--- src/design/ttc_pkg.sv ---
package ttc_pkg;

    localparam int unsigned CFG_INDEX_W = 3;
    localparam int unsigned CFG_DATA_W  = 32;

    // configuration register indexes
    localparam logic [CFG_INDEX_W-1:0] CFG_FIRST_IF       = 3'd0;
    localparam logic [CFG_INDEX_W-1:0] CFG_CARRIER_OFFSET = 3'd1;
    localparam logic [CFG_INDEX_W-1:0] CFG_SIDETONE_HZ    = 3'd2;
    localparam logic [CFG_INDEX_W-1:0] CFG_MEMORY_A_FREQ  = 3'd3;
    localparam logic [CFG_INDEX_W-1:0] CFG_MEMORY_B_FREQ  = 3'd4;
    localparam logic [CFG_INDEX_W-1:0] CFG_MEMORY_A_UPPER = 3'd5;
    localparam logic [CFG_INDEX_W-1:0] CFG_MEMORY_B_UPPER = 3'd6;
    localparam logic [CFG_INDEX_W-1:0] CFG_SPLIT_ENABLE   = 3'd7;

    typedef enum logic [2:0] {
        MODE_KNOB       = 3'd0,
        MODE_START_MIC  = 3'd1,
        MODE_START_CW   = 3'd2,
        MODE_STOP_TX    = 3'd3,
        MODE_OFFSET_ON  = 3'd4,
        MODE_OFFSET_OFF = 3'd5,
        MODE_SET_FREQ   = 3'd6,
        MODE_UNUSED     = 3'd7
    } mode_t;

    localparam logic [31:0] FREQ_21M = 32'd21000000;
    localparam logic [31:0] FREQ_14M = 32'd14000000;
    localparam logic [31:0] FREQ_10M = 32'd10000000;
    localparam logic [31:0] FREQ_7M  = 32'd7000000;

    localparam logic [13:0] STEP_FAST   = 14'd10000;
    localparam logic [13:0] STEP_MEDIUM = 14'd500;
    localparam logic [13:0] STEP_SLOW   = 14'd50;
    localparam logic [13:0] STEP_OFFSET = 14'd100;

    localparam logic [2:0] RELAY_NONE = 3'b000;
    localparam logic [2:0] RELAY_A    = 3'b001;
    localparam logic [2:0] RELAY_B    = 3'b010;
    localparam logic [2:0] RELAY_C    = 3'b100;

    typedef struct packed {
        logic [31:0] first_if;
        logic [23:0] carrier_offset;
        logic [10:0] sidetone_hz;
        logic [25:0] memory_a_freq;
        logic [25:0] memory_b_freq;
        logic        memory_a_upper;
        logic        memory_b_upper;
        logic        split_enable;
    } cfg_t;

    localparam cfg_t CFG_RESET = '{
        first_if:       32'd45005000,
        carrier_offset: 24'd11052000,
        sidetone_hz:    11'd800,
        memory_a_freq:  26'd7150000,
        memory_b_freq:  26'd14200000,
        memory_a_upper: 1'b0,
        memory_b_upper: 1'b1,
        split_enable:   1'b0
    };

    typedef struct packed {
        logic [31:0] dial;
        logic        usb;
        logic        tx;
        logic        offset_on;
        logic [31:0] offset_tx;
        logic [31:0] offset_rx;
        logic        b_sel;
        logic [31:0] carrier_word;
        logic [31:0] first_lo;
        logic [31:0] second_lo;
        logic [2:0]  relays;
    } state_t;

    localparam state_t STATE_RESET = '{
        dial:         32'd7150000,
        usb:          1'b0,
        tx:           1'b0,
        offset_on:    1'b0,
        offset_tx:    32'd0,
        offset_rx:    32'd0,
        b_sel:        1'b0,
        carrier_word: 32'd11052000,
        first_lo:     32'd52155000,
        second_lo:    32'd33953000,
        relays:       RELAY_B
    };

endpackage

--- src/design/ttc_cfg_regs.sv ---
module ttc_cfg_regs (
    input  logic                            clk,
    input  logic                            rst_n,
    input  logic                            cfg_we,
    input  logic [ttc_pkg::CFG_INDEX_W-1:0] cfg_index,
    input  logic [ttc_pkg::CFG_DATA_W-1:0]  cfg_data,
    output ttc_pkg::cfg_t                   cfg
);
    import ttc_pkg::*;

    cfg_t cfg_reg;
    cfg_t cfg_next;

    always_comb
    begin
        cfg_next = cfg_reg;
        if (cfg_we)
        begin
            unique case (cfg_index)
                CFG_FIRST_IF:       cfg_next.first_if       = cfg_data;
                CFG_CARRIER_OFFSET: cfg_next.carrier_offset = cfg_data[23:0];
                CFG_SIDETONE_HZ:    cfg_next.sidetone_hz    = cfg_data[10:0];
                CFG_MEMORY_A_FREQ:  cfg_next.memory_a_freq  = cfg_data[25:0];
                CFG_MEMORY_B_FREQ:  cfg_next.memory_b_freq  = cfg_data[25:0];
                CFG_MEMORY_A_UPPER: cfg_next.memory_a_upper = cfg_data[0];
                CFG_MEMORY_B_UPPER: cfg_next.memory_b_upper = cfg_data[0];
                CFG_SPLIT_ENABLE:   cfg_next.split_enable   = cfg_data[0];
                default:            cfg_next = cfg_reg;
            endcase
        end
    end

    always_ff @(posedge clk or negedge rst_n)
    begin
        if (!rst_n)
        begin
            cfg_reg <= CFG_RESET;
        end
        else
        begin
            cfg_reg <= cfg_next;
        end
    end

    assign cfg = cfg_reg;

endmodule

--- src/design/ttc_step.sv ---
module ttc_step (
    input  ttc_pkg::cfg_t       cfg,
    input  ttc_pkg::state_t     cur,
    input  logic [2:0]          mode,
    input  logic signed [6:0]   knob_count,
    input  logic [31:0]         frequency_word,
    output ttc_pkg::state_t     nxt
);
    import ttc_pkg::*;

    logic [13:0] step_mag;
    logic [31:0] knob_freq;
    logic        knob_usb;
    logic        swap_usb;
    logic [31:0] swap_dial;
    logic        do_tune;
    logic        cw_start;
    logic [31:0] tune_freq;
    logic        tune_usb;
    logic [31:0] tone_32;

    // step size from spin speed, fixed 100 Hz in offset tuning
    always_comb
    begin
        priority if (cur.offset_on)      step_mag = STEP_OFFSET;
        else if (knob_count > 7'sd4)     step_mag = STEP_FAST;
        else if (knob_count > 7'sd2)     step_mag = STEP_MEDIUM;
        else if (knob_count > -7'sd2)    step_mag = STEP_SLOW;
        else if (knob_count > -7'sd4)    step_mag = STEP_MEDIUM;
        else                             step_mag = STEP_FAST;
    end

    assign knob_freq = knob_count[6] ? cur.dial - {18'd0, step_mag}
                                     : cur.dial + {18'd0, step_mag};

    // sideband follows a crossing of 10 MHz, not in offset tuning
    always_comb
    begin
        knob_usb = cur.usb;
        if (!cur.offset_on)
        begin
            if (cur.dial < FREQ_10M && knob_freq > FREQ_10M)
            begin
                knob_usb = 1'b1;
            end
            if (cur.dial > FREQ_10M && knob_freq < FREQ_10M)
            begin
                knob_usb = 1'b0;
            end
        end
    end

    assign swap_usb  = cur.b_sel ? cfg.memory_a_upper : cfg.memory_b_upper;
    assign swap_dial = cur.b_sel ? {6'd0, cfg.memory_a_freq} : {6'd0, cfg.memory_b_freq};
    assign tone_32   = {21'd0, cfg.sidetone_hz};

    always_comb
    begin
        nxt       = cur;
        do_tune   = 1'b0;
        cw_start  = 1'b0;
        tune_freq = cur.dial;
        tune_usb  = cur.usb;
        unique case (mode_t'(mode))
            MODE_KNOB:
            begin
                if (!cur.tx && knob_count != 7'sd0)
                begin
                    do_tune   = 1'b1;
                    tune_freq = knob_freq;
                    tune_usb  = knob_usb;
                end
            end
            MODE_START_MIC, MODE_START_CW:
            begin
                nxt.tx   = 1'b1;
                do_tune  = 1'b1;
                cw_start = (mode_t'(mode) == MODE_START_CW);
                if (cur.offset_on)
                begin
                    nxt.offset_rx = cur.dial;
                    tune_freq     = cur.offset_tx;
                end
                else if (cfg.split_enable)
                begin
                    nxt.b_sel = !cur.b_sel;
                    tune_usb  = swap_usb;
                    tune_freq = swap_dial;
                end
            end
            MODE_STOP_TX:
            begin
                nxt.tx           = 1'b0;
                nxt.carrier_word = {8'd0, cfg.carrier_offset};
                do_tune          = 1'b1;
                if (cur.offset_on)
                begin
                    tune_freq = cur.offset_rx;
                end
                else if (cfg.split_enable)
                begin
                    nxt.b_sel = !cur.b_sel;
                    tune_usb  = swap_usb;
                    tune_freq = swap_dial;
                end
            end
            MODE_OFFSET_ON:
            begin
                nxt.offset_on = 1'b1;
                nxt.offset_tx = frequency_word;
            end
            MODE_OFFSET_OFF:
            begin
                if (cur.offset_on)
                begin
                    nxt.offset_on = 1'b0;
                    do_tune       = 1'b1;
                    tune_freq     = cur.offset_tx;
                end
            end
            MODE_SET_FREQ:
            begin
                do_tune   = 1'b1;
                tune_freq = frequency_word;
            end
            MODE_UNUSED:
            begin
                do_tune = 1'b0;
            end
        endcase

        nxt.usb = tune_usb;
        if (do_tune)
        begin
            priority if (tune_freq > FREQ_21M) nxt.relays = RELAY_NONE;
            else if (tune_freq >= FREQ_14M)    nxt.relays = RELAY_A;
            else if (tune_freq > FREQ_7M)      nxt.relays = RELAY_B;
            else                               nxt.relays = RELAY_C;
            nxt.dial      = tune_freq;
            nxt.first_lo  = cfg.first_if + tune_freq;
            nxt.second_lo = tune_usb ? cfg.first_if + {8'd0, cfg.carrier_offset}
                                     : cfg.first_if - {8'd0, cfg.carrier_offset};
        end
        // morse keys the first oscillator at dial plus or minus the sidetone
        if (cw_start)
        begin
            nxt.carrier_word = 32'd0;
            nxt.second_lo    = 32'd0;
            nxt.first_lo     = tune_usb ? tune_freq + tone_32 : tune_freq - tone_32;
        end
    end

endmodule

--- src/design/transceiver_tuning_control_core.sv ---
// a request is held in the input register, then its result enters the state register
// throughput: one request per cycle while results are taken, set by the single
// next-state pass from the input register into the state register, which also serves as result register
// reset: asynchronous, active low; configuration returns to its defaults, dial to
// 7150000 Hz on lower sideband, receive, offset tuning off, memory A active
module transceiver_tuning_control_core (
    input  logic                            clk,
    input  logic                            rst_n,
    input  logic                            cfg_we,
    input  logic [ttc_pkg::CFG_INDEX_W-1:0] cfg_index,
    input  logic [ttc_pkg::CFG_DATA_W-1:0]  cfg_data,
    input  logic                            in_valid,
    output logic                            in_ready,
    input  logic [2:0]                      mode,
    input  logic signed [6:0]               knob_count,
    input  logic [31:0]                     frequency_word,
    output logic                            out_valid,
    input  logic                            out_ready,
    output logic [31:0]                     first_lo_freq,
    output logic [31:0]                     second_lo_freq,
    output logic [31:0]                     carrier_freq,
    output logic [2:0]                      filter_relays,
    output logic                            tx_on,
    output logic [31:0]                     dial_freq,
    output logic                            upper_sideband,
    output logic                            offset_active,
    output logic                            memory_b_active
);
    import ttc_pkg::*;

    cfg_t               cfg;
    state_t             state_reg;
    state_t             state_next;
    logic               in_valid_reg;
    logic [2:0]         mode_reg;
    logic signed [6:0]  knob_count_reg;
    logic [31:0]        frequency_word_reg;
    logic               out_valid_reg;
    logic               advance;

    ttc_cfg_regs u_cfg_regs (
        .clk       (clk),
        .rst_n     (rst_n),
        .cfg_we    (cfg_we),
        .cfg_index (cfg_index),
        .cfg_data  (cfg_data),
        .cfg       (cfg)
    );

    ttc_step u_step (
        .cfg            (cfg),
        .cur            (state_reg),
        .mode           (mode_reg),
        .knob_count     (knob_count_reg),
        .frequency_word (frequency_word_reg),
        .nxt            (state_next)
    );

    // a request moves on once the result slot is free or being taken
    assign advance  = in_valid_reg && (!out_valid_reg || out_ready);
    assign in_ready = !in_valid_reg || advance;

    always_ff @(posedge clk or negedge rst_n)
    begin
        if (!rst_n)
        begin
            in_valid_reg  <= 1'b0;
            out_valid_reg <= 1'b0;
            state_reg     <= STATE_RESET;
        end
        else
        begin
            if (in_ready)
            begin
                in_valid_reg <= in_valid;
            end
            if (advance)
            begin
                out_valid_reg <= 1'b1;
                state_reg     <= state_next;
            end
            else if (out_ready)
            begin
                out_valid_reg <= 1'b0;
            end
        end
    end

    always_ff @(posedge clk)
    begin
        if (in_valid && in_ready)
        begin
            mode_reg           <= mode;
            knob_count_reg     <= knob_count;
            frequency_word_reg <= frequency_word;
        end
    end

    assign out_valid       = out_valid_reg;
    assign first_lo_freq   = state_reg.first_lo;
    assign second_lo_freq  = state_reg.second_lo;
    assign carrier_freq    = state_reg.carrier_word;
    assign filter_relays   = state_reg.relays;
    assign tx_on           = state_reg.tx;
    assign dial_freq       = state_reg.dial;
    assign upper_sideband  = state_reg.usb;
    assign offset_active   = state_reg.offset_on;
    assign memory_b_active = state_reg.b_sel;

endmodule

--- config.mk ---
export PLATFORM = sky130hd
export DESIGN_NAME = transceiver_tuning_control_core
export DESIGN_NICKNAME = d
export VERILOG_FILES = /design/src/design/ttc_pkg.sv /design/src/design/ttc_cfg_regs.sv /design/src/design/ttc_step.sv /design/src/design/transceiver_tuning_control_core.sv
export SDC_FILE = /design/constraint.sdc
export NUM_CORES = 1
export LEC_CHECK = 0
export ABC_AREA = 1
export ABC_CLOCK_PERIOD_IN_PS = 8700
export BUFFER_PORTS_ARGS = -buffer_cell sky130_fd_sc_hd__buf_4
export CAP_MARGIN = 20
export CORE_MARGIN = 1
export CORE_UTILIZATION = 30
export CTS_BUF_LIST = sky130_fd_sc_hd__clkbuf_2 sky130_fd_sc_hd__clkbuf_4 sky130_fd_sc_hd__clkbuf_8
export CTS_CLUSTER_SIZE = 25
export DETAILED_ROUTE_END_ITERATION = 8
export SLEW_MARGIN = 20
export SYNTH_ARGS = -nofsm -noshare
export SYNTH_HDL_FRONTEND = slang
export SYNTH_SLANG_ARGS = --single-unit
--- constraint.sdc ---
create_clock -name clk -period 8.7 [get_ports clk]
set_clock_uncertainty 0.2 [all_clocks]
set_input_delay 1.305 -clock clk [delete_from_list [all_inputs] [get_ports clk]]
set_output_delay 1.305 -clock clk [all_outputs]
set_load 0.005 [all_outputs]
* Yosys cells after proc, flatten, opt, wreduce, memory -nomap -nowiden *
Index checks and enable logic that the tools add are counted.

storage, ports and cells
  register bits = 365
  input bits = 82
  word-level logic and storage cells = 131

operators by class
  $add $sub $neg = 7
  magnitude comparators = 11
  equal/unequal tests = 13
  muxes and demuxes = 37
  bitwise logic cells = 1
  reductions and logical operators = 38

operators with widths
  operator                                                number
  two-way mux 32 bit                                      9
  one-hot mux 32 bit (5 select lines)                     1
  two-way mux 96 bit                                      1
  two-way mux 14 bit                                      5
  two-way mux 67 bit                                      1
  > comparator 32 x 24 -> 1 bit (second input constant)   2
  < comparator 32 x 24 -> 1 bit (second input constant)   2
  adder 32 x 11 -> 32 bit                                 1
  adder 32 x 14 -> 32 bit                                 1
  adder 32 x 24 -> 32 bit                                 1
  adder 32 bit                                            1
  >= comparator 32 x 24 -> 1 bit (second input constant)  1
  > comparator 32 x 23 -> 1 bit (second input constant)   1
  > comparator 32 x 25 -> 1 bit (second input constant)   1
  subtractor 32 x 11 -> 32 bit                            1
  subtractor 32 x 14 -> 32 bit                            1
  subtractor 32 x 24 -> 32 bit                            1
  AND reduction 2 bit                                     14
  two-way mux 26 bit                                      1
  == test 3 bit (second input constant)                   7
  > comparator 7 x 3 -> 1 bit (second input constant)     2
  == test 3 x 2 -> 1 bit (second input constant)          4
  two-way mux 1 bit                                       12
  nonzero test 2 bit                                      5
  other kinds (17)                                        31

* Depth between registers and ports, before layout *
  depth after elaboration = 18
  depth in mapped cells = 61

* Cells and area by module *
From an unflattened synthesis, not the netlist that was laid out.

unflattened totals
  cells, all modules = 4430
  area total of the unflattened synthesis = 29425.7 um^2

by module, submodules not included
  module                           instances  cells an instance  area an instance (um^2)  sequential area each (um^2)
  ttc_step                         1          2844               14368.8                  0.0
  transceiver_tuning_control_core  1          1045               10184.8                  6347.3
  ttc_cfg_regs                     1          541                4872.2                   3113.0

* Least setup slack after synthesis *
Ideal clock, no wire load.

  kind = register -> register
  start = register knob_count_reg[0]
  end = register state_reg, in the netlist first_lo_freq[21]
  data arrival time = 5.956 ns
  required time = 8.365 ns
  setup slack = 2.408 ns
  stages on the path, launching flop included = 48
  buffers on the path = 1
  period minus slack after synthesis = 6.292 ns
  cell sequence = edfxtp_1 -> nor2_1 -> inv_1 -> a21oi_1 -> nor2_1 -> inv_1 -> nand2_1 -> o21ai_0 -> nor2_1 -> ha_1 -> nor2_1 -> xor2_1 -> ha_1 -> nand2_1 -> inv_1 -> nand2_1 -> nand3_2 -> nand2_1 -> [... 12 more ...] -> xor2_1 -> inv_1 -> ha_1 -> a21oi_1 -> nand2_1 -> nand2_1 -> nand2_1 -> a21oi_1 -> nor2_1 -> o21ai_1 -> nand2_1 -> a21oi_1 -> o21ai_1 -> a21oi_1 -> o21ai_0 -> or2_1 -> nand3_1 -> a31oi_1

on the way
  word-level cells in the longest chain between the ends = 17
  elaborated cells between the ends (all ways) = 35
  classes of those cells = 5 x add/sub; 6 x order compare; 18 x mux; 6 x reduce/logical

RTL lines
  item                                                                     RTL line                               source
  start, declared                                                          transceiver_tuning_control_core.sv:36  logic signed [6:0] knob_count_reg;
  start signal, assigned                                                   transceiver_tuning_control_core.sv:94  knob_count_reg <= knob_count;
  > comparator 7 x 3 -> 1 bit                                              ttc_step.sv:29                         else if (knob_count > -7'sd4) step_mag = STEP_MEDIUM;
  two-way mux 14 bit                                                       ttc_step.sv:29
  two-way mux 14 bit                                                       ttc_step.sv:28                         else if (knob_count > -7'sd2) step_mag = STEP_SLOW;
  two-way mux 14 bit                                                       ttc_step.sv:27                         else if (knob_count > 7'sd2) step_mag = STEP_MEDIUM;
  two-way mux 14 bit                                                       ttc_step.sv:26                         else if (knob_count > 7'sd4) step_mag = STEP_FAST;
  two-way mux 14 bit                                                       ttc_step.sv:25                         priority if (cur.offset_on) step_mag = STEP_OFFSET;
  adder 32 x 14 -> 32 bit or subtractor 32 x 14 -> 32 bit (tied branches)  ttc_step.sv:34, ttc_step.sv:33
  two-way mux 32 bit                                                       ttc_step.sv:33                         assign knob_freq = knob_count[6] ? cur.dial - {18'd0, step_mag}
  > comparator 32 x 24 -> 1 bit                                            ttc_step.sv:42                         if (cur.dial < FREQ_10M && knob_freq > FREQ_10M)
  logical AND 1 bit                                                        ttc_step.sv:42
  two-way mux 1 bit                                                        ttc_step.sv:42
  two-way mux 1 bit                                                        ttc_step.sv:46                         if (cur.dial > FREQ_10M && knob_freq < FREQ_10M)
  two-way mux 1 bit                                                        ttc_step.sv:40                         if (!cur.offset_on)
  two-way mux 1 bit                                                        ttc_step.sv:67                         if (!cur.tx && knob_count != 7'sd0)
  one-hot mux 1 bit (2 select lines)                                       ttc_step.sv:64                         unique case (mode_t'(mode))
  two-way mux 32 bit                                                       ttc_step.sv:149                        nxt.first_lo = tune_usb ? tune_freq + tone_32 : tune_freq - tone_32;
  two-way mux 96 bit                                                       ttc_step.sv:145                        if (cw_start)
  end signal, assigned                                                     transceiver_tuning_control_core.sv:80  state_reg <= state_next;
  end, declared                                                            transceiver_tuning_control_core.sv:32  state_t state_reg;

Several ways; a longest one is shown, not always the timed one. The select of a mux whose other input is x is not followed.
A chain may end at the register's enable or synchronous reset.

* Worst setup path after layout *
  start = register knob_count_reg[0]
  end = register state_reg, in the netlist first_lo_freq[25]

The elaborated chain is that of the path after synthesis.

==> impl_metrics.py <==
metrics = {
    "power_and_ir_drop": {
        "clockPowerShare": 0.170,
        "p_sw_mw": 5.163,
        "peakVddDrop_mv": 0.1110,
        "internal_power_mw": 5.305,
        "leakagePower_nw": 13.92,
        "pwr-share-comb": 0.555,
        "p_per_area_nw_per_um2": 360.3,
        "p_sw_frac": 0.4932,
        "power_frac_seq": 0.276,
    },
    "sta": {
        "hold_viol": 0,
        "final-max-slew-violation-count": 0,
        "rsz0062_at_grt": "no",
        "max_freq_mhz": 131.7,
        "setup-tns-final_ns": 0,
        "period_minus_slack_ns": 7.595,
        "setup_viol": 0,
        "whs_ns": 0.2683,
        "finalCritPeriodShare": 0.8729,
        "maxSlewHeadroom": 0.3246,
        "layout_setup_ws_ns": 1.105,
        "tightest_slew_ns": 1.010,
    },
    "floorplan": {
        "placement_rows": 107,
        "ioPinCount": 219,
        "start_util": 0.3033,
        "die_area_sq_um": 87390,
        "die_h_microns": 295.6,
        "die_w_microns": 295.6,
        "coreArea_sq_um": 85280,
    },
    "synth": {
        "synthArstFlopShare": 0.8824,
        "synthDistinctLibCells": 70,
        "seq_area_frac_synth": 0.3580,
        "synthesis.area_sq_um": 25860,
        "syn_inst": 3559,
        "synth_seq_cells": 357,
        "syn-mean-instance-area_sq_um": 7.267,
        "synth_flop_cell": "dfrtp_1",
        "synth_edf_count": 42,
        "synth_warnings": 0,
    },
    "place": {
        "place_ws_ns": 1.215,
        "io_buffers": 210,
        "gp_congestion": 0.9610,
        "dp_hpwl_microns": 73980,
        "dp.cells": 4695,
    },
    "global_routing": {
        "grt_antenna_before_repair": 2,
        "grt_use_total": 0.2171,
        "overflow": 0,
        "grt_pass1_wl_microns": 143100,
        "grt_pass1_vias": 22670,
        "grt_start_max_net_pins": 91,
    },
    "routing": {
        "wl_per_cell_microns": 19.92,
        "drt_iter0_drc": 2023,
        "viasPerCell": 5.043,
        "ant_nets": 0,
        "drc": 0,
        "firstDrtPassIters": 6,
        "dr_total_vias": 24320,
        "wl_microns": 96070,
    },
    "clock_tree": {
        "clkSinkCount": 357,
        "cts_tree": "done",
        "cts_buffers": 66,
        "clk_pin_slew_ns": 0.08,
        "hold_buffers": 0,
        "cts.path.max_buffers": 3,
        "clk_root_buffer_cell": "clkbuf_8",
        "htreeDepth": 3,
        "post_cts_resized": 0,
        "clkLatencyLatePin_ns": 0.69,
        "post_cts_buffers": 0,
    },
    "setup_path": {
        "cp_common_cell": "nand2_1",
        "cpMaxStageDelayCell": "edfxtp_1",
        "endpoint_kind": "flip-flop",
        "arrival_ns": 8.00,
        "start_kind": "flip-flop",
        "max_stage_delay_ns": 0.39,
        "setup.worst_path.class": "flip-flop to flip-flop",
        "critical_path.max_fanout": 17,
        "crit_required_ns": 9.11,
    },
    "worst_hold_path": {
        "hp-class": "flip-flop to flip-flop",
    },
    "finish": {
        "area_growth_pct": 12.34,
        "multi_input_area_sq_um": 13480,
        "largest_reg_flops": 122,
        "final_cells": 4822,
        "num-nets-final": 3842,
        "ff_latch_area_sq_um": 9261,
        "fill_cells": 9136,
        "drive_above_1_share": 0.1550,
    },
    "run": {
        "drv_cap": 0,
    },
    "outcome": {
        "status": "finished, final reports clean",
    },
}
-- path summary, 6_finish.rpt --
check                                         from            endpoint  slack (ns)  cells past startpoint
worst max-delay path             knob_count_reg[0]   first_lo_freq[25]        1.11                     50
worst min-delay path            second_lo_freq[17]  second_lo_freq[17]        0.27                      2
worst max register to register   knob_count_reg[0]   first_lo_freq[25]        1.11                     50
worst min register to register  second_lo_freq[17]  second_lo_freq[17]        0.27                      2
max in group asynchronous                    rst_n      state_reg[104]        5.99                      3
min in group asynchronous                    rst_n   first_lo_freq[22]        0.38                      1
-- power groups by stage --
stage                     clock, mW  sequential [mW]  combinational, mW
after floorplan                   0             2.59               4.22
after global routing           1.88             2.93               6.50
final                          1.78             2.89               5.81
after CTS                      1.81             2.88               5.75
after detailed placement          0             2.91               5.72
after global placement            0             2.90               5.71
-- metal layers --
metal / track usage / vias to the layer above / wire, microns
li1: - / 11840 / -
met1: 0.2933 / 11500 / 42670
met2: 0.3492 / 836 / 44160
met3: 0.04167 / 143 / 6699
met4: 0.06534 / 0 / 2541
met5: 0 / - / 0
-- worst max-delay path: cells and delay by family, from the launching register on --
family	cells	cell delay [ns]
fa+ha+maj	3	0.84
xor+xnor	3	0.56
simple gates	30	3.29
buf+inv	4	0.26
flops	1	0.39
compound gates	10	2.00
-- cell usage in the layout, fill, tap and decap left out, types with 23 or more instances in the layout --
cell	instances
o21ai_0	424
nor2_1	243
a21oi_1	225
nand4_1	23
nand3_1	156
xor2_1	51
o22ai_1	26
edfxtp_1	42
nor3_1	38
ha_1	138
a31oi_1	38
clkbuf_8	80
o21ai_1	23
buf_4	239
dfstp_2	93
o21a_1	31
nand2_1	867
dfrtp_1	221
inv_1	406
-- logic make-up after synthesis --
logic type / Yosys count / share of synthesized area
AOI/OAI and AO/OA: 875 / 0.1905
adders and majority gates: 141 / 0.06908
DFF: 357 / 0.3580
and+or+nand+nor: 1417 / 0.2311
other: 1 / 0.0001450
xor gates and xnor gates: 65 / 0.02201
muxes: 14 / 0.006095
buffers and inverters: 689 / 0.1230
-- synth_stat cells, types with 25 or more instances --
cell type | number | share of area
nor2_1 | 245 | 0.036
nor3_1 | 39 | 0.0075
dfrtp_1 | 222 | 0.21
o21a_1 | 31 | 0.0090
inv_1 | 407 | 0.059
xor2_1 | 51 | 0.017
buf_4 | 141 | 0.041
nand2_1 | 868 | 0.13
ha_1 | 138 | 0.067
edfxtp_1 | 42 | 0.049
buf_2 | 25 | 0.0048
clkbuf_1 | 82 | 0.012
o21ai_0 | 424 | 0.082
a31oi_1 | 38 | 0.0092
o22ai_1 | 26 | 0.0063
nand3_1 | 157 | 0.030
a21oi_1 | 225 | 0.044
dfstp_2 | 93 | 0.094
-- through the flow --
step	area [sq um]	power, mW	util
after floorplan	25900	6.807	-
after global placement	27610	8.613	0.3238
after detailed placement	27610	8.630	0.3238
after CTS	29040	10.45	0.3405
after global routing	29050	11.30	0.3407
final	29050	10.47	0.3407
-- area by class of cell --
| class | instances | area share |
|---|---|---|
| Antenna cell | 6 | 0.0005168 |
| Clock buffer | 102 | 0.04358 |
| Clock inverter | 19 | 0.005555 |
| Inverter | 432 | 0.05598 |
| Multi-Input combinational cell | 2522 | 0.4641 |
| Sequential cell | 357 | 0.3188 |
| Tap cell | 1144 | 0.04927 |
| Timing Repair Buffer | 240 | 0.06227 |
No activity file was read; power rests on OpenSTA's default activity.
